## config.mk

```make
export PLATFORM = sky130hd
export DESIGN_NAME = config_text_tokenizer_flat
export DESIGN_NICKNAME = d
export VERILOG_FILES = /design/src/hw/rtl/ctt_pkg.sv /design/src/hw/rtl/ctt_in_if.sv /design/src/hw/rtl/ctt_out_if.sv /design/src/hw/rtl/config_text_tokenizer.sv /design/src/flat_wrapper.sv
export SDC_FILE = /design/constraint.sdc
export NUM_CORES = 1
export LEC_CHECK = 0
export ABC_AREA = 1
export BUFFER_PORTS_ARGS = -buffer_cell sky130_fd_sc_hd__buf_2
export CORE_MARGIN = 4
export CORE_UTILIZATION = 40
export CTS_CLUSTER_SIZE = 8
export DETAILED_ROUTE_END_ITERATION = 7
export GPL_TIMING_DRIVEN = 1
export SYNTH_ARGS = -nofsm -noshare
export SYNTH_HDL_FRONTEND = slang
export SYNTH_SLANG_ARGS = --single-unit
```

## constraint.sdc

```tcl
create_clock -name clk -period 3.1 [get_ports clk]
set_input_delay 0.31 -clock clk [delete_from_list [all_inputs] [get_ports clk]]
set_output_delay 0.31 -clock clk [all_outputs]
set_load 0.03 [all_outputs]
```

## src/hw/rtl/ctt_pkg.sv

```systemverilog
// Shared types, codes and character-class functions of the text tokeniser.
`default_nettype none

package ctt_pkg;

    localparam int LINE_BITS_DEFAULT = 16;

    // Token kinds.
    localparam logic [4:0] KIND_NEWLINE = 5'd0;
    localparam logic [4:0] KIND_END     = 5'd1;
    localparam logic [4:0] KIND_IDENT   = 5'd2;
    localparam logic [4:0] KIND_BOOL    = 5'd3;
    localparam logic [4:0] KIND_NUMBER  = 5'd4;
    localparam logic [4:0] KIND_STRING  = 5'd5;
    localparam logic [4:0] KIND_SYM0    = 5'd6;
    localparam logic [4:0] KIND_NONE    = 5'd29;

    // Error codes.
    localparam logic [1:0] ERR_NONE     = 2'd0;
    localparam logic [1:0] ERR_CHAR     = 2'd1;
    localparam logic [1:0] ERR_UNTERM   = 2'd2;

    // Keyword matcher progress codes.
    localparam logic [3:0] KW_START     = 4'd0;
    localparam logic [3:0] KW_T         = 4'd1;
    localparam logic [3:0] KW_TR        = 4'd2;
    localparam logic [3:0] KW_TRU       = 4'd3;
    localparam logic [3:0] KW_TRUE      = 4'd4;
    localparam logic [3:0] KW_F         = 4'd5;
    localparam logic [3:0] KW_FA        = 4'd6;
    localparam logic [3:0] KW_FAL       = 4'd7;
    localparam logic [3:0] KW_FALS      = 4'd8;
    localparam logic [3:0] KW_FALSE     = 4'd9;
    localparam logic [3:0] KW_DEAD      = 4'd15;

    localparam logic [7:0] CH_UNDERSCORE = 8'h5F;
    localparam logic [7:0] CH_NEWLINE    = 8'h0A;
    localparam logic [7:0] CH_PERIOD     = 8'h2E;
    localparam logic [7:0] CH_QUOTE      = 8'h22;

    typedef enum logic [5:0] {
        MODE_IDLE     = 6'b000001,
        MODE_IDENT    = 6'b000010,
        MODE_NUM      = 6'b000100,
        MODE_STR      = 6'b001000,
        MODE_ERR_CHAR = 6'b010000,
        MODE_ERR_STR  = 6'b100000
    } mode_t;

    typedef struct packed {
        logic [4:0]  token_kind;
        logic        char_valid;
        logic [7:0]  char_out;
        logic        token_start;
        logic        token_end;
        logic [15:0] line_number;
        logic [1:0]  error_code;
        logic        last_result;
    } result_t;

    function automatic logic is_alpha(input logic [7:0] c);
        is_alpha = (c >= 8'h61 && c <= 8'h7A) || (c >= 8'h41 && c <= 8'h5A);
    endfunction

    function automatic logic is_digit(input logic [7:0] c);
        is_digit = (c >= 8'h30 && c <= 8'h39);
    endfunction

    function automatic logic is_space(input logic [7:0] c);
        is_space = (c == 8'h20) || (c >= 8'h09 && c <= 8'h0D);
    endfunction

    // Symbol kind of a punctuation byte, or KIND_NONE when it is not one.
    function automatic logic [4:0] sym_kind(input logic [7:0] c);
        case (c)
            8'h2E:   sym_kind = 5'd6;
            8'h2C:   sym_kind = 5'd7;
            8'h3A:   sym_kind = 5'd8;
            8'h3B:   sym_kind = 5'd9;
            8'h40:   sym_kind = 5'd10;
            8'h23:   sym_kind = 5'd11;
            8'h24:   sym_kind = 5'd12;
            8'h25:   sym_kind = 5'd13;
            8'h5E:   sym_kind = 5'd14;
            8'h26:   sym_kind = 5'd15;
            8'h2A:   sym_kind = 5'd16;
            8'h2B:   sym_kind = 5'd17;
            8'h2D:   sym_kind = 5'd18;
            8'h2F:   sym_kind = 5'd19;
            8'h5C:   sym_kind = 5'd20;
            8'h28:   sym_kind = 5'd21;
            8'h29:   sym_kind = 5'd22;
            8'h5B:   sym_kind = 5'd23;
            8'h5D:   sym_kind = 5'd24;
            8'h7B:   sym_kind = 5'd25;
            8'h7D:   sym_kind = 5'd26;
            8'h3C:   sym_kind = 5'd27;
            8'h3E:   sym_kind = 5'd28;
            default: sym_kind = KIND_NONE;
        endcase
    endfunction

    // Step of the matcher that recognises the words true and false.
    function automatic logic [3:0] kw_next(input logic [3:0] p, input logic [7:0] c);
        case (p)
            KW_START: kw_next = (c == 8'h74) ? KW_T : ((c == 8'h66) ? KW_F : KW_DEAD);
            KW_T:     kw_next = (c == 8'h72) ? KW_TR : KW_DEAD;
            KW_TR:    kw_next = (c == 8'h75) ? KW_TRU : KW_DEAD;
            KW_TRU:   kw_next = (c == 8'h65) ? KW_TRUE : KW_DEAD;
            KW_F:     kw_next = (c == 8'h61) ? KW_FA : KW_DEAD;
            KW_FA:    kw_next = (c == 8'h6C) ? KW_FAL : KW_DEAD;
            KW_FAL:   kw_next = (c == 8'h73) ? KW_FALS : KW_DEAD;
            KW_FALS:  kw_next = (c == 8'h65) ? KW_FALSE : KW_DEAD;
            default:  kw_next = KW_DEAD;
        endcase
    endfunction

    function automatic result_t make_res(
        input logic [4:0]  kind,
        input logic        cv,
        input logic [7:0]  ch,
        input logic        st,
        input logic        en,
        input logic [1:0]  err,
        input logic [15:0] line
    );
        result_t r;
        r.token_kind  = kind;
        r.char_valid  = cv;
        r.char_out    = cv ? ch : 8'h00;
        r.token_start = st;
        r.token_end   = en;
        r.line_number = line;
        r.error_code  = err;
        r.last_result = 1'b0;
        make_res = r;
    endfunction

endpackage

`default_nettype wire

```

## src/hw/rtl/ctt_in_if.sv

```systemverilog
// Input channel of the tokeniser: one text byte or an end mark per item.
`default_nettype none

interface ctt_in_if;
    logic       valid;
    logic       ready;
    logic [7:0] byte_in;
    logic       end_of_input;

    modport source (output valid, output byte_in, output end_of_input, input ready);
    modport sink (input valid, input byte_in, input end_of_input, output ready);
endinterface

`default_nettype wire

```

## src/hw/rtl/ctt_out_if.sv

```systemverilog
// Output channel of the tokeniser: one token result per item.
`default_nettype none

interface ctt_out_if;
    logic        valid;
    logic        ready;
    logic [4:0]  token_kind;
    logic        char_valid;
    logic [7:0]  char_out;
    logic        token_start;
    logic        token_end;
    logic [15:0] line_number;
    logic [1:0]  error_code;
    logic        last_result;

    modport source (
        output valid, output token_kind, output char_valid, output char_out,
        output token_start, output token_end, output line_number,
        output error_code, output last_result, input ready
    );
    modport sink (
        input valid, input token_kind, input char_valid, input char_out,
        input token_start, input token_end, input line_number,
        input error_code, input last_result, output ready
    );
endinterface

`default_nettype wire

```

## src/hw/rtl/config_text_tokenizer.sv

```systemverilog
// Text tokeniser for configuration files: bytes in, framed token items out.
//
// tok_in takes one item per byte of text, or an end mark that closes the
// text. tok_out gives the token items: identifier, number and string
// characters one item each, framed by start and end marks, plus newline,
// end, symbol and error items. One input item causes zero, one or two
// output items; the last one carries last_result.
// An accepted item shows its first result in the next cycle. While the
// receiver is ready, the input takes one item per cycle as long as each
// causes at most one result; an item that causes two (a token closed by
// the byte that starts the next) holds off the next item while the
// two-entry result buffer drains one item per cycle. tok_in.ready is high
// when the buffer will be empty after this cycle's output transfer.
// When the receiver stalls, results wait in the buffer and the input is
// held off once it cannot take a further item.
// Reset empties the buffer, returns to the idle mode and sets the line
// count to one. Unknown bytes and unterminated strings leave a sticky error
// that only reset clears.
`default_nettype none

module config_text_tokenizer #(
    parameter int LINE_BITS = ctt_pkg::LINE_BITS_DEFAULT
) (
    input  wire        clk,
    input  wire        rst_n,
    ctt_in_if.sink     tok_in,
    ctt_out_if.source  tok_out
);

    ctt_pkg::mode_t         mode_reg, mode_next;
    logic                   period_reg, period_next;
    logic [3:0]             kw_reg, kw_next_v;
    logic [LINE_BITS-1:0]   line_reg, line_next;

    ctt_pkg::result_t       slot0_reg, slot0_next;
    ctt_pkg::result_t       slot1_reg, slot1_next;
    logic [1:0]             count_reg, count_next;

    logic [7:0]             c;
    logic                   eoi;
    logic [15:0]            line16;
    logic                   accept;
    logic                   pop;
    logic                   run_fresh;
    logic                   has_first;
    logic                   has_fresh;
    ctt_pkg::result_t       first_res;
    ctt_pkg::result_t       fresh_res;
    ctt_pkg::result_t       r0;
    ctt_pkg::result_t       r1;
    logic [4:0]             sym;

    assign c      = tok_in.byte_in;
    assign eoi    = tok_in.end_of_input;
    assign line16 = 16'(line_reg);
    assign sym    = ctt_pkg::sym_kind(c);

    assign pop          = tok_out.valid && tok_out.ready;
    assign tok_in.ready = (count_reg == 2'd0) || (count_reg == 2'd1 && tok_out.ready);
    assign accept       = tok_in.valid && tok_in.ready;

    // Work out the results of the offered item and the state it leaves.
    always_comb
    begin
        mode_next   = mode_reg;
        period_next = period_reg;
        kw_next_v   = kw_reg;
        line_next   = line_reg;
        run_fresh   = 1'b0;
        has_first   = 1'b0;
        has_fresh   = 1'b0;
        first_res   = ctt_pkg::make_res(ctt_pkg::KIND_NONE, 1'b0, 8'h00, 1'b0, 1'b0,
                                        ctt_pkg::ERR_NONE, line16);
        fresh_res   = first_res;

        case (mode_reg)
            ctt_pkg::MODE_ERR_CHAR:
            begin
                has_first = 1'b1;
                first_res = ctt_pkg::make_res(ctt_pkg::KIND_NONE, 1'b0, 8'h00, 1'b0, 1'b0,
                                              ctt_pkg::ERR_CHAR, line16);
            end
            ctt_pkg::MODE_ERR_STR:
            begin
                has_first = 1'b1;
                first_res = ctt_pkg::make_res(ctt_pkg::KIND_NONE, 1'b0, 8'h00, 1'b0, 1'b0,
                                              ctt_pkg::ERR_UNTERM, line16);
            end
            ctt_pkg::MODE_IDENT:
            begin
                has_first = 1'b1;
                if (!eoi && (ctt_pkg::is_alpha(c) || ctt_pkg::is_digit(c)
                             || c == ctt_pkg::CH_UNDERSCORE))
                begin
                    kw_next_v = ctt_pkg::kw_next(kw_reg, c);
                    first_res = ctt_pkg::make_res(ctt_pkg::KIND_IDENT, 1'b1, c, 1'b0, 1'b0,
                                                  ctt_pkg::ERR_NONE, line16);
                end
                else
                begin
                    first_res = ctt_pkg::make_res(
                        (kw_reg == ctt_pkg::KW_TRUE || kw_reg == ctt_pkg::KW_FALSE)
                            ? ctt_pkg::KIND_BOOL : ctt_pkg::KIND_IDENT,
                        1'b0, 8'h00, 1'b0, 1'b1, ctt_pkg::ERR_NONE, line16);
                    mode_next = ctt_pkg::MODE_IDLE;
                    run_fresh = 1'b1;
                end
            end
            ctt_pkg::MODE_NUM:
            begin
                has_first = 1'b1;
                if (!eoi && (ctt_pkg::is_digit(c) || (c == ctt_pkg::CH_PERIOD && !period_reg)))
                begin
                    if (c == ctt_pkg::CH_PERIOD)
                    begin
                        period_next = 1'b1;
                    end
                    first_res = ctt_pkg::make_res(ctt_pkg::KIND_NUMBER, 1'b1, c, 1'b0, 1'b0,
                                                  ctt_pkg::ERR_NONE, line16);
                end
                else
                begin
                    first_res = ctt_pkg::make_res(ctt_pkg::KIND_NUMBER, 1'b0, 8'h00, 1'b0,
                                                  1'b1, ctt_pkg::ERR_NONE, line16);
                    mode_next = ctt_pkg::MODE_IDLE;
                    run_fresh = 1'b1;
                end
            end
            ctt_pkg::MODE_STR:
            begin
                has_first = 1'b1;
                if (eoi)
                begin
                    first_res = ctt_pkg::make_res(ctt_pkg::KIND_END, 1'b0, 8'h00, 1'b1, 1'b1,
                                                  ctt_pkg::ERR_UNTERM, line16);
                    mode_next = ctt_pkg::MODE_ERR_STR;
                end
                else if (c == ctt_pkg::CH_QUOTE)
                begin
                    first_res = ctt_pkg::make_res(ctt_pkg::KIND_STRING, 1'b0, 8'h00, 1'b0,
                                                  1'b1, ctt_pkg::ERR_NONE, line16);
                    mode_next = ctt_pkg::MODE_IDLE;
                end
                else
                begin
                    first_res = ctt_pkg::make_res(ctt_pkg::KIND_STRING, 1'b1, c, 1'b0, 1'b0,
                                                  ctt_pkg::ERR_NONE, line16);
                end
            end
            default:
            begin
                mode_next = ctt_pkg::MODE_IDLE;
                run_fresh = 1'b1;
            end
        endcase

        // A byte in the idle mode, or the byte that just closed a token.
        if (run_fresh)
        begin
            has_fresh = 1'b1;
            if (eoi)
            begin
                fresh_res = ctt_pkg::make_res(ctt_pkg::KIND_END, 1'b0, 8'h00, 1'b1, 1'b1,
                                              ctt_pkg::ERR_NONE, line16);
                line_next = LINE_BITS'(1);
            end
            else if (c == ctt_pkg::CH_NEWLINE)
            begin
                fresh_res = ctt_pkg::make_res(ctt_pkg::KIND_NEWLINE, 1'b0, 8'h00, 1'b1,
                                              1'b1, ctt_pkg::ERR_NONE, line16);
                if (line_reg != {LINE_BITS{1'b1}})
                begin
                    line_next = line_reg + LINE_BITS'(1);
                end
            end
            else if (ctt_pkg::is_space(c))
            begin
                has_fresh = 1'b0;
            end
            else if (ctt_pkg::is_alpha(c) || c == ctt_pkg::CH_UNDERSCORE)
            begin
                mode_next = ctt_pkg::MODE_IDENT;
                kw_next_v = ctt_pkg::kw_next(ctt_pkg::KW_START, c);
                fresh_res = ctt_pkg::make_res(ctt_pkg::KIND_IDENT, 1'b1, c, 1'b1, 1'b0,
                                              ctt_pkg::ERR_NONE, line16);
            end
            else if (c == ctt_pkg::CH_QUOTE)
            begin
                mode_next = ctt_pkg::MODE_STR;
                fresh_res = ctt_pkg::make_res(ctt_pkg::KIND_STRING, 1'b0, 8'h00, 1'b1, 1'b0,
                                              ctt_pkg::ERR_NONE, line16);
            end
            else if (ctt_pkg::is_digit(c))
            begin
                mode_next   = ctt_pkg::MODE_NUM;
                period_next = 1'b0;
                fresh_res   = ctt_pkg::make_res(ctt_pkg::KIND_NUMBER, 1'b1, c, 1'b1, 1'b0,
                                                ctt_pkg::ERR_NONE, line16);
            end
            else if (sym != ctt_pkg::KIND_NONE)
            begin
                fresh_res = ctt_pkg::make_res(sym, 1'b0, 8'h00, 1'b1, 1'b1,
                                              ctt_pkg::ERR_NONE, line16);
            end
            else
            begin
                mode_next = ctt_pkg::MODE_ERR_CHAR;
                fresh_res = ctt_pkg::make_res(ctt_pkg::KIND_NONE, 1'b0, 8'h00, 1'b0, 1'b0,
                                              ctt_pkg::ERR_CHAR, line16);
            end
        end

        r0             = has_first ? first_res : fresh_res;
        r0.last_result = !(has_first && has_fresh);
        r1             = fresh_res;
        r1.last_result = 1'b1;
    end

    // Result buffer: an accepted item refills it only when it drains empty.
    always_comb
    begin
        slot0_next = slot0_reg;
        slot1_next = slot1_reg;
        count_next = count_reg;
        if (accept)
        begin
            slot0_next = r0;
            slot1_next = r1;
            count_next = 2'(has_first) + 2'(has_fresh);
        end
        else if (pop)
        begin
            slot0_next = slot1_reg;
            count_next = count_reg - 2'd1;
        end
    end

    always_ff @(posedge clk or negedge rst_n)
    begin
        if (!rst_n)
        begin
            mode_reg   <= ctt_pkg::MODE_IDLE;
            period_reg <= 1'b0;
            kw_reg     <= ctt_pkg::KW_START;
            line_reg   <= LINE_BITS'(1);
            count_reg  <= 2'd0;
        end
        else
        begin
            count_reg <= count_next;
            if (accept)
            begin
                mode_reg   <= mode_next;
                period_reg <= period_next;
                kw_reg     <= kw_next_v;
                line_reg   <= line_next;
            end
        end
    end

    always_ff @(posedge clk)
    begin
        slot0_reg <= slot0_next;
        slot1_reg <= slot1_next;
    end

    assign tok_out.valid       = (count_reg != 2'd0);
    assign tok_out.token_kind  = slot0_reg.token_kind;
    assign tok_out.char_valid  = slot0_reg.char_valid;
    assign tok_out.char_out    = slot0_reg.char_out;
    assign tok_out.token_start = slot0_reg.token_start;
    assign tok_out.token_end   = slot0_reg.token_end;
    assign tok_out.line_number = slot0_reg.line_number;
    assign tok_out.error_code  = slot0_reg.error_code;
    assign tok_out.last_result = slot0_reg.last_result;

endmodule

`default_nettype wire

```

## src/flat_wrapper.sv

```systemverilog
// flat-port wrapper written by rule: the top's interface ports become plain ports
module config_text_tokenizer_flat 
#(
    parameter int LINE_BITS = ctt_pkg::LINE_BITS_DEFAULT
)
  (clk, rst_n, tok_in_valid, tok_in_byte_in, tok_in_end_of_input, tok_in_ready, tok_out_valid, tok_out_token_kind, tok_out_char_valid, tok_out_char_out, tok_out_token_start, tok_out_token_end, tok_out_line_number, tok_out_error_code, tok_out_last_result, tok_out_ready);
  ctt_in_if tok_in_i ();
  ctt_out_if tok_out_i ();
  input  wire clk;
  input  wire rst_n;
  input wire logic [$bits(tok_in_i.valid)-1:0] tok_in_valid;
  input wire logic [$bits(tok_in_i.byte_in)-1:0] tok_in_byte_in;
  input wire logic [$bits(tok_in_i.end_of_input)-1:0] tok_in_end_of_input;
  output wire logic [$bits(tok_in_i.ready)-1:0] tok_in_ready;
  output wire logic [$bits(tok_out_i.valid)-1:0] tok_out_valid;
  output wire logic [$bits(tok_out_i.token_kind)-1:0] tok_out_token_kind;
  output wire logic [$bits(tok_out_i.char_valid)-1:0] tok_out_char_valid;
  output wire logic [$bits(tok_out_i.char_out)-1:0] tok_out_char_out;
  output wire logic [$bits(tok_out_i.token_start)-1:0] tok_out_token_start;
  output wire logic [$bits(tok_out_i.token_end)-1:0] tok_out_token_end;
  output wire logic [$bits(tok_out_i.line_number)-1:0] tok_out_line_number;
  output wire logic [$bits(tok_out_i.error_code)-1:0] tok_out_error_code;
  output wire logic [$bits(tok_out_i.last_result)-1:0] tok_out_last_result;
  input wire logic [$bits(tok_out_i.ready)-1:0] tok_out_ready;
  assign tok_in_i.valid = tok_in_valid;
  assign tok_in_i.byte_in = tok_in_byte_in;
  assign tok_in_i.end_of_input = tok_in_end_of_input;
  assign tok_in_ready = tok_in_i.ready;
  assign tok_out_valid = tok_out_i.valid;
  assign tok_out_token_kind = tok_out_i.token_kind;
  assign tok_out_char_valid = tok_out_i.char_valid;
  assign tok_out_char_out = tok_out_i.char_out;
  assign tok_out_token_start = tok_out_i.token_start;
  assign tok_out_token_end = tok_out_i.token_end;
  assign tok_out_line_number = tok_out_i.line_number;
  assign tok_out_error_code = tok_out_i.error_code;
  assign tok_out_last_result = tok_out_i.last_result;
  assign tok_out_i.ready = tok_out_ready;
  config_text_tokenizer #(.LINE_BITS(LINE_BITS)) u_core (.clk(clk), .rst_n(rst_n), .tok_in(tok_in_i), .tok_out(tok_out_i));
endmodule
```

; Word-level counts from Yosys, hierarchy flattened
; Index checks and enable logic that the tools add are counted.
[totals]
reg_bits = 98
word_cells = 186
[op_classes]
add_sub_neg = 3
n_lt_le_gt_ge = 8
n_eq_ne = 52
muxes = 71
reduce_logical = 32
[ops]
columns = op, n
row1 = $mux 35, 13
row2 = $pmux 35 s5, 1
row3 = $eq 8x6->1 const B, 18
row4 = $eq 8x7->1 const B, 16
row5 = $pmux 5 s23, 1
row6 = $mux 6, 12
row7 = $mux 30, 2
row8 = $mux 4, 14
row9 = $mux 16, 3
row10 = $pmux 4 s8, 1
row11 = $pmux 6 s4, 1
row12 = $mux 1, 18
row13 = $add 16x1->16 const B, 1
row14 = $eq 4x3->1 const B, 4
row15 = $ge 8x7->1 const B, 2
row16 = $le 8x7->1 const B, 2
row17 = $ne 16x16->1 const B, 1
row18 = $logic_and 1x1->1, 11
row19 = $eq 4x2->1 const B, 2
row20 = $eq 4x4->1 const B, 2
row21 = $eq 8x4->1 const B, 1
row22 = $ge 8x4->1 const B, 1
row23 = $ge 8x6->1 const B, 1
row24 = $le 8x4->1 const B, 1
row25 = other kinds (23), 37

; Longest topological paths before layout
; Gate-level depths: netlist (run 1).
[depth]
word_depth = 16
depth_mapped = 19

; Least setup slack after synthesis (run 1)
; OpenSTA, ideal clock, no wires.
[synth_timing]
path_type = flip-flop to flip-flop
start = reg u_core.count_reg[0]
end = reg u_core.slot0_reg, in the netlist u_core.tok_out.token_start (data pin)
setup_ps = 320
t_arrival_ps = 2639
path_slack_ps = 141
stages_incl_launch_ff = 9
n_path_buf = 1
synth_period_minus_slack_ps = 2959
cell_sequence = dfrtp_1 -> inv_1 -> ha_1 -> inv_1 -> nand2_1 -> nand2_1 -> inv_1 -> clkbuf_1 -> a31oi_1
[synth_rtl]
columns = element, line
row1 = start: declaration, config_text_tokenizer.sv:37  ; logic [1:0] count_reg, count_next;
row2 = start signal: assignment, config_text_tokenizer.sv:250  ; count_reg <= count_next;
row3 = end signal: assignment, config_text_tokenizer.sv:263  ; slot0_reg <= slot0_next;
row4 = end: declaration, config_text_tokenizer.sv:35  ; ctt_pkg::result_t slot0_reg, slot0_next;

; Final worst setup path (run 1)
[layout_timing]
start = reg u_core.mode_reg[0]
end = reg u_core.count_reg[0]
[layout_between]
elab_chain_cells = 6
word_cells_on_any_way = 12
cone_classes = add/sub (1) / eq/ne (5) / mux (4) / reduce/logical (2)
[layout_rtl]
columns = element, line
row1 = start: declaration, config_text_tokenizer.sv:30  ; ctt_pkg::mode_t mode_reg, mode_next;
row2 = start signal: assignment, config_text_tokenizer.sv:242  ; mode_reg <= ctt_pkg::MODE_IDLE;
row3 = start signal: assignment, config_text_tokenizer.sv:253  ; mode_reg <= mode_next;
row4 = "$eq 6x5->1, or another cell as far along", -
row5 = $reduce_or 3->1 (no line), -
row6 = $pmux 1 s3, config_text_tokenizer.sv:76  ; case (mode_reg)
row7 = $mux 1, config_text_tokenizer.sv:158  ; if (run_fresh)
row8 = $add 1x1->2 (*), config_text_tokenizer.sv:229  ; count_next = 2'(has_first) + 2'(has_fresh);
row9 = $mux 2 (*), config_text_tokenizer.sv:225  ; if (accept)
; Every way passes the cells marked *; elsewhere a longest branch is shown, timed or not.
; A chain may end at the register's enable or synchronous reset.

==> flow_summary.yaml, run 1 <==
outcome:
  status: "complete, no violations"
route:
  wl_um: 14190
  first_pass_iters: 5
  dr_total_vias: 4758
  drt_iter0_drc: 388
  avgViaCountPerCell: 5.200
  drcViolationCount: 0
  ant_nets: 0
  wl_per_cell_um: 15.50
clocking:
  clkTransAtPathRegs_ns: 0.07
  htreeDepth: 3
  cts_tree: "built"
  holdBufCountCts: 0
  cts_num_sinks: 97
  cts.path.max_buffers: 2
  cts_root_buffer: "clkbuf_16"
  post_cts_resized: 0
  postCtsSetupBuffers: 0
  clock_latency_ns: 0.35
  cts_buffers: 9
setup_path:
  startpoint_type: "flip-flop"
  required_ns: 3.32
  worstRegToRegCells: 13
  r2r_setup_slack_ns: 0.41
  cp_max_fo: 23
  criticalPathCategory: "reg -> reg"
  worstReg2RegStart: "u_core.mode_reg[0]"
  arrival_ns: 2.90
  crit_path_end_kind: "flip-flop"
  reg2reg_to: "u_core.count_reg[0]"
cells_and_area:
  final_nets: 751
  drive_gt1_share_pct: 16.24
  area_delta_synth_final_pct: 13.60
  antennaDiodeCount: 0
  layout_commonest_cell: "nand2_1"
  largest_register_ffs: 33
  layout_common_cells: "nand2_1, nor2_1, inv_1"
sta:
  tns_ns: 0
  hold_viol_final: 0
  finalMaxSlewViolations: 0
  finClkSkew_ns: 0.01181
  hold_slack_ns: 0.02525
  setup_viol: 0
  slew_headroom_pct: 50.65
  fin_crit_sh_pct: 86.75
  fmax_mhz: 371.8
  worst_pin_slew_ns: 0.7403
  rsz0062_at_grt: "no"
  finalCriticalPeriod_ns: 2.689
yosys:
  synth-adder-area-share_pct: 0.9050
  synth_compound_area_share_pct: 8.937
  syn_area_per_cell_sq_um: 8.027
  synth_mux_area_share_pct: 0
  ys_ff_latch: 97
  synth_top_family_by_area: "simple AND/OR/NAND/NOR gates"
  synthArstFlopShare_pct: 29.90
  synthFlopType: "edfxtp_1"
  synthCells: 689
  synth_warnings: 0
  syn-cell-area_sq_mm: 0.005530
  synth-simple-area-share_pct: 30.66
  yosysSeqAreaShare_pct: 50.09
  synth.distinct_cells: 41
  synth-xor-area-share_pct: 1.742
  synth_edf_count: 68
  syn_nets: 706
global_route:
  grt_pass1_wl_um: 23600
  grt-ovfl-total: 0
  grt_pass1_vias: 4537
  antenna_found_initial: 0
  grt_usage_pct: 18.50
  grt_max_degree: 60
floorplanning:
  die_x_um: 125.6
  start_util_pct: 41.27
  row_count: 42
  die-area_sq_mm: 0.01577
  dieHeight_um: 125.6
  num_io_pins: 50
  core_area_sq_mm: 0.01340
pwr:
  power.density_mw_per_mm2: 967.3
  peakVddDrop_uv: 447.0
  power.total_mw: 6.077
  leakage_nw: 2.897
hold_path:
  hold_path.class: "in -> async"
run:
  drv_cap: 0
placement:
  portBuffers: 49
  gp_congestion: 0.9228
  hpwlAfterDp_um: 10570
==> kinds of logic after synthesis <==
logic type | Yosys count
adders and majority gates | 4
other | 1
buffers and inverters | 102
and+or+nand+nor | 390
xor gates and xnor gates | 11
AOI/OAI and AO/OA | 84
DFF | 97
==> cells in the mapped netlist (3+ instances only) <==
master,instances,area (sq um)
nand4_1,14,87.58
a21oi_1,14,70.07
nor2_1,78,292.8
nand2_1,197,739.5
dfrtp_1,27,675.7
inv_1,72,270.3
nor4_1,4,25.02
nand3_1,59,295.3
buf_4,3,22.52
ha_1,4,50.05
nor3_1,9,45.04
o21ai_2,13,113.9
xor2_1,11,96.34
a31oi_1,4,25.02
o21ai_0,38,190.2
nand2_2,18,112.6
o21ai_1,6,30.03
buf_6,3,33.78
inv_2,9,33.78
clkbuf_1,11,41.29
edfxtp_1,68,2042
==> worst max-delay path, stage by stage, from the launching register on <==
cell and delay (ns):
dfstp_2 0.55, nor2_1 0.07, nand2_1 0.07, inv_1 0.06, nand3_1 0.12, nand2_1 0.15, nor2_1 0.18, nand3_1 0.32
nand3_4 0.39, nand2_1 0.11, inv_1 0.07, ha_1 0.22, o211ai_1 0.16, o21ai_0 0.10
==> worst max-delay path by stage <==
stage / startpoint / endpoint / slack (ns) / depth (start not counted)
3_3_place_gp: tok_in_byte_in[4] / u_core.count_reg[0] / 0.44 / 15
2_1_floorplan: u_core.count_reg[0] / u_core.tok_out.token_start / 0.14 / 8
4_1_cts: u_core.mode_reg[0] / u_core.count_reg[0] / 0.39 / 13
6_report: u_core.mode_reg[0] / u_core.count_reg[0] / 0.41 / 13
3_5_place_dp: tok_in_byte_in[6] / u_core.count_reg[0] / 0.41 / 15
5_1_grt: u_core.mode_reg[0] / u_core.count_reg[0] / 0.12 / 13
==> layout make-up <==
class | count | area (sq um)
Clock buffer | 11 | 252.7
Inverter | 83 | 314.1
Clock inverter | 5 | 107.6
Sequential cell | 97 | 2770
Timing Repair Buffer | 53 | 275.3
Multi-Input combinational cell | 490 | 2342
Fill cell | 1337 | 7118
Tap cell | 176 | 220.2
==> report_power, final <==
| group | internal (mW) | leakage (nW) | total (mW) | switching (mW) |
|---|---|---|---|---|
| clock | 0.839 | 0.177 | 1.34 | 0.502 |
| sequential | 2.05 | 1.03 | 2.28 | 0.233 |
| combinational | 0.668 | 1.69 | 2.46 | 1.79 |
| total | 3.55 | 2.90 | 6.08 | 2.52 |
==> layer usage <==
metal / GRT usage [%] / vias up / share of wire [%]
li1: - / 2354 / -
met1: 26.35 / 2248 / 48
met2: 29.30 / 138 / 46
met3: 3.625 / 18 / 5.0
met4: 4.273 / 0 / 1.4
met5: 0 / - / 0
==> through the flow <==
stage / setup WS, ns / instance area, sq um / cells / util, %
floorplan: 0.1411 / 5530 / 689 / -
global placement: 0.4362 / 5922 / 899 / 44.19
detailed placement: 0.4133 / 5922 / 899 / 44.19
CTS: 0.3920 / 6282 / 915 / 46.88
global route: 0.1220 / 6282 / 915 / 46.88
finish: 0.4107 / 6282 / 915 / 46.88
Note: power is estimated with default switching activity, not from simulation.
==> run 2: changes to the inputs <==
--- a/config.mk
+++ b/config.mk
@@ -5,7 +5,6 @@
 export SDC_FILE = /design/constraint.sdc
 export NUM_CORES = 1
 export LEC_CHECK = 0
-export ABC_AREA = 1
 export BUFFER_PORTS_ARGS = -buffer_cell sky130_fd_sc_hd__buf_2
 export CORE_MARGIN = 4
 export CORE_UTILIZATION = 40
==> run 2 against run 1 <==
- register-to-register slack worse by 0.11 ns
- sequential cell count stayed put
- power is 11% lower
- non-clock buffer count is 21 higher
- count of clock-buffer cells in the layout is 1 lower
- critical path depth is 5 lower
- combinational power is 15% lower
- largest cell class unchanged
- largest power group is now registers
==> flow_summary.yaml, run 2 <==
pwr:
  peakVddDrop_uv: 314.6
  power.density_mw_per_mm2: 864.3
  p_comb_share_pct: 38.9
  leakage_nw: 2.401
  power.total_mw: 5.401
  switchingPower_mw: 2.151
  swShare_pct: 39.82
  power.internal_mw: 3.250
  seqPwrFrac_pct: 40.5
  clkPwrFrac_pct: 20.6
route:
  drt_iter0_drc: 471
  first_pass_iters: 6
  drcViolationCount: 0
  avgViaCountPerCell: 5.832
  ant_nets: 0
  dr_total_vias: 4596
  wl_per_cell_um: 17.46
  wl_um: 13760
setup_path:
  startpoint_type: "flip-flop"
  worstRegToRegCells: 8
  crit_path_end_kind: "flip-flop"
  reg2reg_to: "u_core.tok_out.error_code[0]"
  worstReg2RegStart: "u_core.mode_reg[4]"
  arrival_ns: 3.01
  r2r_setup_slack_ns: 0.30
  cp_max_fo: 6
  required_ns: 3.32
  criticalPathCategory: "reg -> reg"
floorplanning:
  num_io_pins: 50
  die-area_sq_mm: 0.01556
  start_util_pct: 40.99
  row_count: 42
  die_x_um: 124.7
  core_area_sq_mm: 0.01330
  dieHeight_um: 124.7
outcome:
  status: "complete, no violations"
clocking:
  cts_num_sinks: 97
  cts_buffers: 9
  cts.path.max_buffers: 2
  clock_latency_ns: 0.35
  cts_root_buffer: "clkbuf_16"
  post_cts_resized: 0
  clkTransAtPathRegs_ns: 0.07
  cts_tree: "built"
  holdBufCountCts: 0
  htreeDepth: 3
  postCtsSetupBuffers: 0
yosys:
  syn-cell-area_sq_mm: 0.005450
  syn_area_per_cell_sq_um: 9.750
  syn_nets: 576
  ys_ff_latch: 97
  yosysTopAreaCell: "edfxtp_1"
  synthTopCellsByArea: "edfxtp_1, dfrtp_1, nand2_1"
  netlist.area_leader.share_pct: 37.47
  synthFlopType: "edfxtp_1"
  synthCells: 559
  synth.distinct_cells: 76
  synth_edf_count: 68
  yosysSeqAreaShare_pct: 50.83
  synth.most_common_cell: "nand2_1"
  synthTopCellsByCount: "nand2_1, edfxtp_1, nor2_1"
  synthArstFlopShare_pct: 29.90
  synth_warnings: 0
sta:
  worst_pin_slew_ns: 0.7553
  fin_crit_sh_pct: 90.17
  slew_headroom_pct: 49.65
  tns_ns: 0
  rsz0062_at_grt: "no"
  hold_viol_final: 0
  finalCriticalPeriod_ns: 2.795
  finClkSkew_ns: 0.01176
  setup_viol: 0
  finalMaxSlewViolations: 0
  fmax_mhz: 357.7
global_route:
  grt-ovfl-total: 0
  grt_pass1_wl_um: 22330
  grt_pass1_vias: 4277
  use_met1_pct: 23.82
  grt_usage_pct: 17.64
  grt_use_met2_pct: 27.83
  busiest_layer: "met2"
  use_met3_pct: 3.988
  grt_max_degree: 55
  antenna_found_initial: 0
placement:
  gp_congestion: 0.8891
  hpwlAfterDp_um: 9703
  portBuffers: 49
cells_and_area:
  largest_register_ffs: 33
  fill_cells: 1267
  layout_commonest_cell: "nand2_1"
  antennaDiodeCount: 0
  final_nets: 624
  layout_common_cells: "nand2_1, edfxtp_1, buf_2"
  drive_gt1_share_pct: 18.95
  area_delta_synth_final_pct: 14.65
hold_path:
  hold_path.class: "in -> async"
run:
  drv_cap: 0
## run 2: cell count changes after synthesis, moves of 12 or more
cell,change
nor3_1,+12
clkbuf_1,+17
nand2_2,-18
o21ai_0,-12
nand3b_1,+12
nor2_1,-33
inv_1,-56
nand3_1,-34
o21ai_2,-13
nand2_1,-110
## run 2: cell type report
cell class / count / area, sq um / share of cell area (%)
multi-input combinational: 408 / 2454 / 39.27
tap: 176 / 220.2 / 3.524
inverter: 17 / 63.81 / 1.021
timing repair buffer: 74 / 445.4 / 7.129
clock buffer: 10 / 229.0 / 3.664
clock inverter: 6 / 66.31 / 1.061
sequential: 97 / 2770 / 44.33
## run 2: worst max-delay path by stage
stage	depth (start not counted)	start	end	slack [ns]
global placement	8	tok_in_byte_in[1]	u_core.tok_out.token_kind[2]	0.23
floorplan	8	u_core.count_reg[0]	u_core.slot1_reg[10]	0.38
finish	8	u_core.mode_reg[4]	u_core.tok_out.error_code[0]	0.30
detailed placement	8	tok_in_byte_in[1]	u_core.tok_out.token_kind[2]	0.23
global route	10	u_core.mode_reg[5]	u_core.count_reg[0]	0.12
CTS	8	u_core.mode_reg[4]	u_core.tok_out.error_code[0]	0.38
## run 2: power groups by stage
stage	Sequential (mW)	Clock, mW	Combinational, mW
5_1_grt	2.24	1.19	2.32
4_1_cts	2.19	1.14	2.12
6_report	2.19	1.11	2.10
3_3_place_gp	2.20	0	2.07
2_1_floorplan	2.39	0	1.28
3_5_place_dp	2.21	0	2.11
## run 2: cells by family (layout without fill, tap and decap cells)
| family | Yosys count | count (layout) | share of synthesized area (%) |
|---|---|---|---|
| AOI/OAI and AO/OA | 123 | 123 | 16.39 |
| adders and majority gates | 4 | 4 | 0.9183 |
| xor gates and xnor gates | 2 | 2 | 0.3215 |
| DFF | 97 | 97 | 50.83 |
| muxes | 4 | 4 | 0.7576 |
| other | 1 | 1 | 0.06880 |
| buffers and inverters | 54 | 107 | 4.201 |
| and+or+nand+nor | 274 | 274 | 26.52 |
## run 2: per-stage QoR
| step | instances | worst slack, ns | hold slack [ns] | utilization (%) | cell area [sq um] |
|---|---|---|---|---|---|
| finish | 788 | 0.3046 | 0.03183 | 47.00 | 6248 |
| detailed placement | 772 | 0.2304 | 0.4199 | 44.78 | 5953 |
| CTS | 788 | 0.3757 | 0.04056 | 47.00 | 6248 |
| global route | 788 | 0.1164 | 0.07172 | 47.00 | 6248 |
| global placement | 772 | 0.2286 | 0.4004 | 44.78 | 5953 |
| floorplan | 559 | 0.3842 | 0.01441 | - | 5451 |
## run 2: critical path, stage by stage, from the launching register on
cell and delay [ns]:
dfrtp_1 0.44, nor3_1 0.35, nand3_1 0.33, a21boi_1 0.44
a31o_2 0.24, nor3_4 0.05, buf_4 0.18, nor3_1 0.41
a31o_2 0.23
## run 2: layer usage
metal  wire length (um)  vias up
li1                   -     2189
met1               6150     2226
met2               6571      154
met3                730       27
met4                306        0
met5                  0        -
==> run 3: changes to the inputs <==
--- a/config.mk
+++ b/config.mk
@@ -8,6 +8,7 @@
 export BUFFER_PORTS_ARGS = -buffer_cell sky130_fd_sc_hd__buf_2
 export CORE_MARGIN = 4
 export CORE_UTILIZATION = 40
+export CTS_BUF_LIST = sky130_fd_sc_hd__clkbuf_2 sky130_fd_sc_hd__clkbuf_4 sky130_fd_sc_hd__clkbuf_8
 export CTS_CLUSTER_SIZE = 8
 export DETAILED_ROUTE_END_ITERATION = 7
 export GPL_TIMING_DRIVEN = 1
==> run 3 against run 2 <==
- cell area down 1.6%
- largest cell class unchanged
- sequential cell count stayed put
- the flow now finishes with violations (negative hold slack)
- sequential power about the same
- fmax down 0.88%
- highest routed layer unchanged
==> flow_summary.yaml, run 3 (synthesis results as in run 2) <==
cells_and_area:
  final_nets: 624
  area_delta_synth_final_pct: 12.86
  fill_cells: 1277
  antennaDiodeCount: 0
  fin_cells: 788
  drive_gt1_share_pct: 19.12
  multi_input_area_sq_mm: 0.002454
  layout_commonest_cell: "nand2_1"
  seq_area_sq_mm: 0.002770
  largest_register_ffs: 33
  layout_common_cells: "nand2_1, edfxtp_1, buf_2"
  design_area_sq_mm: 0.006151
sta:
  tns_ns: 0
  fin_crit_sh_pct: 90.97
  finalMaxSlewViolations: 0
  hold_viol_final: 2
  worst_pin_slew_ns: 0.7503
  finalCriticalPeriod_ns: 2.820
  fmax_mhz: 354.6
  slew_headroom_pct: 49.98
  finClkSkew_ns: 0.01423
  hold_slack_ns: -0.001522
  setup_viol: 0
  rsz0062_at_grt: "no"
clocking:
  clock_latency_ns: 0.37
  cts_buffers: 9
  cts_root_buffer: "clkbuf_8"
  cts.path.max_buffers: 2
  post_cts_resized: 0
  postCtsSetupBuffers: 0
  cts_tree: "built"
  cts_num_sinks: 97
  clkTransAtPathRegs_ns: 0.10
  holdBufCountCts: 0
  htreeDepth: 3
floorplanning:
  row_count: 42
  die_x_um: 124.7
  core_area_sq_mm: 0.01330
  start_util_pct: 40.99
  num_io_pins: 50
  dieHeight_um: 124.7
  die-area_sq_mm: 0.01556
route:
  drt_iter0_drc: 523
  drcViolationCount: 0
  wl_um: 13730
  first_pass_iters: 6
  ant_nets: 0
  wl_per_cell_um: 17.43
  dr_total_vias: 4569
  avgViaCountPerCell: 5.798
global_route:
  grt_usage_pct: 17.62
  antenna_found_initial: 0
  grt-ovfl-total: 0
  grt_pass1_wl_um: 22330
  grt_max_degree: 55
  grt_pass1_vias: 4273
setup_path:
  criticalPathCategory: "reg -> reg"
  slowest_delay_ns: 0.46
  cp_max_fo: 6
  startpoint_type: "flip-flop"
  crit_chain: "nor3_1 > nand3_1 > a21boi_1 > a31o_2 > nor3_4 > buf_4 > nor3_1 > a31o_2"
  critPathSlowestCell: "dfrtp_1"
  path_buf_inv: 1
  arrival_ns: 3.06
  cp_top_family: "simple AND/OR/NAND/NOR gates"
  required_ns: 3.34
  crit_path_end_kind: "flip-flop"
pwr:
  peakVddDrop_uv: 255.6
  power.total_mw: 5.124
  power.density_mw_per_mm2: 833.1
  leakage_nw: 2.359
placement:
  gp_congestion: 0.8891
  placed_cells: 772
  dpl-instance-area_sq_mm: 0.005953
  portBuffers: 49
  hpwlAfterDp_um: 9703
outcome:
  violations: "negative hold slack"
  status: "finished, violations left"
run:
  drv_cap: 0
hold_path:
  hold_path.class: "in -> async"
run 3: changes by cell type in the layout (fill, tap and decap cells not counted):
cell       delta
clkbuf_8      +9
clkbuf_4      +1
clkbuf_1      -1
clkbuf_16     -9
run 3: where the power goes:
part	internal [mW]	switching, mW
combinational	0.731	1.37
clock	0.385	0.454
sequential	1.89	0.294
run 3: final timing paths:
check | start | end | slack [ns] | cells past startpoint
hold reg to reg | u_core.count_reg[1] | u_core.count_reg[1] | 0.49 | 1
hold / removal | rst_n | u_core.mode_reg[3] | -0.002 | 1
max in group asynchronous | rst_n | u_core.line16[11] | 2.61 | 1
min in group clk | tok_in_byte_in[0] | u_core.slot1_reg[21] | 0.35 | 2
setup / recovery | u_core.mode_reg[4] | u_core.tok_out.error_code[0] | 0.28 | 8
setup reg to reg | u_core.mode_reg[4] | u_core.tok_out.error_code[0] | 0.28 | 8
run 3: worst reg2reg max path, stage by stage (launching register included):
cell      delay (ns)
dfrtp_1         0.46
nor3_1          0.37
nand3_1         0.33
a21boi_1        0.44
a31o_2          0.24
nor3_4          0.05
buf_4           0.18
nor3_1          0.42
a31o_2          0.22
run 3: cell type report:
class | instances | area share [%]
timing repair buffer | 74 | 7.242
clock buffer | 10 | 2.136
tap | 176 | 3.580
multi-input combinational | 408 | 39.89
inverter | 17 | 1.037
clock inverter | 6 | 1.078
sequential | 97 | 45.04
run 3: routing by layer:
metal  share of wire, %  global-route usage [%]  routed length (um)
met1                 45                   24.10                6150
met3                6.0                   3.602                 824
met2                 47                   27.61                6440
met4                2.3                   6.641                 317
met5                  0                       0                   0
run 3: through the flow:
stage | utilization, % | worst slack, ns
after floorplan | - | 0.3842
after global placement | 44.78 | 0.2286
after detailed placement | 44.78 | 0.2304
after CTS | 46.26 | 0.3684
after global routing | 46.26 | 0.1019
final | 46.26 | 0.2799
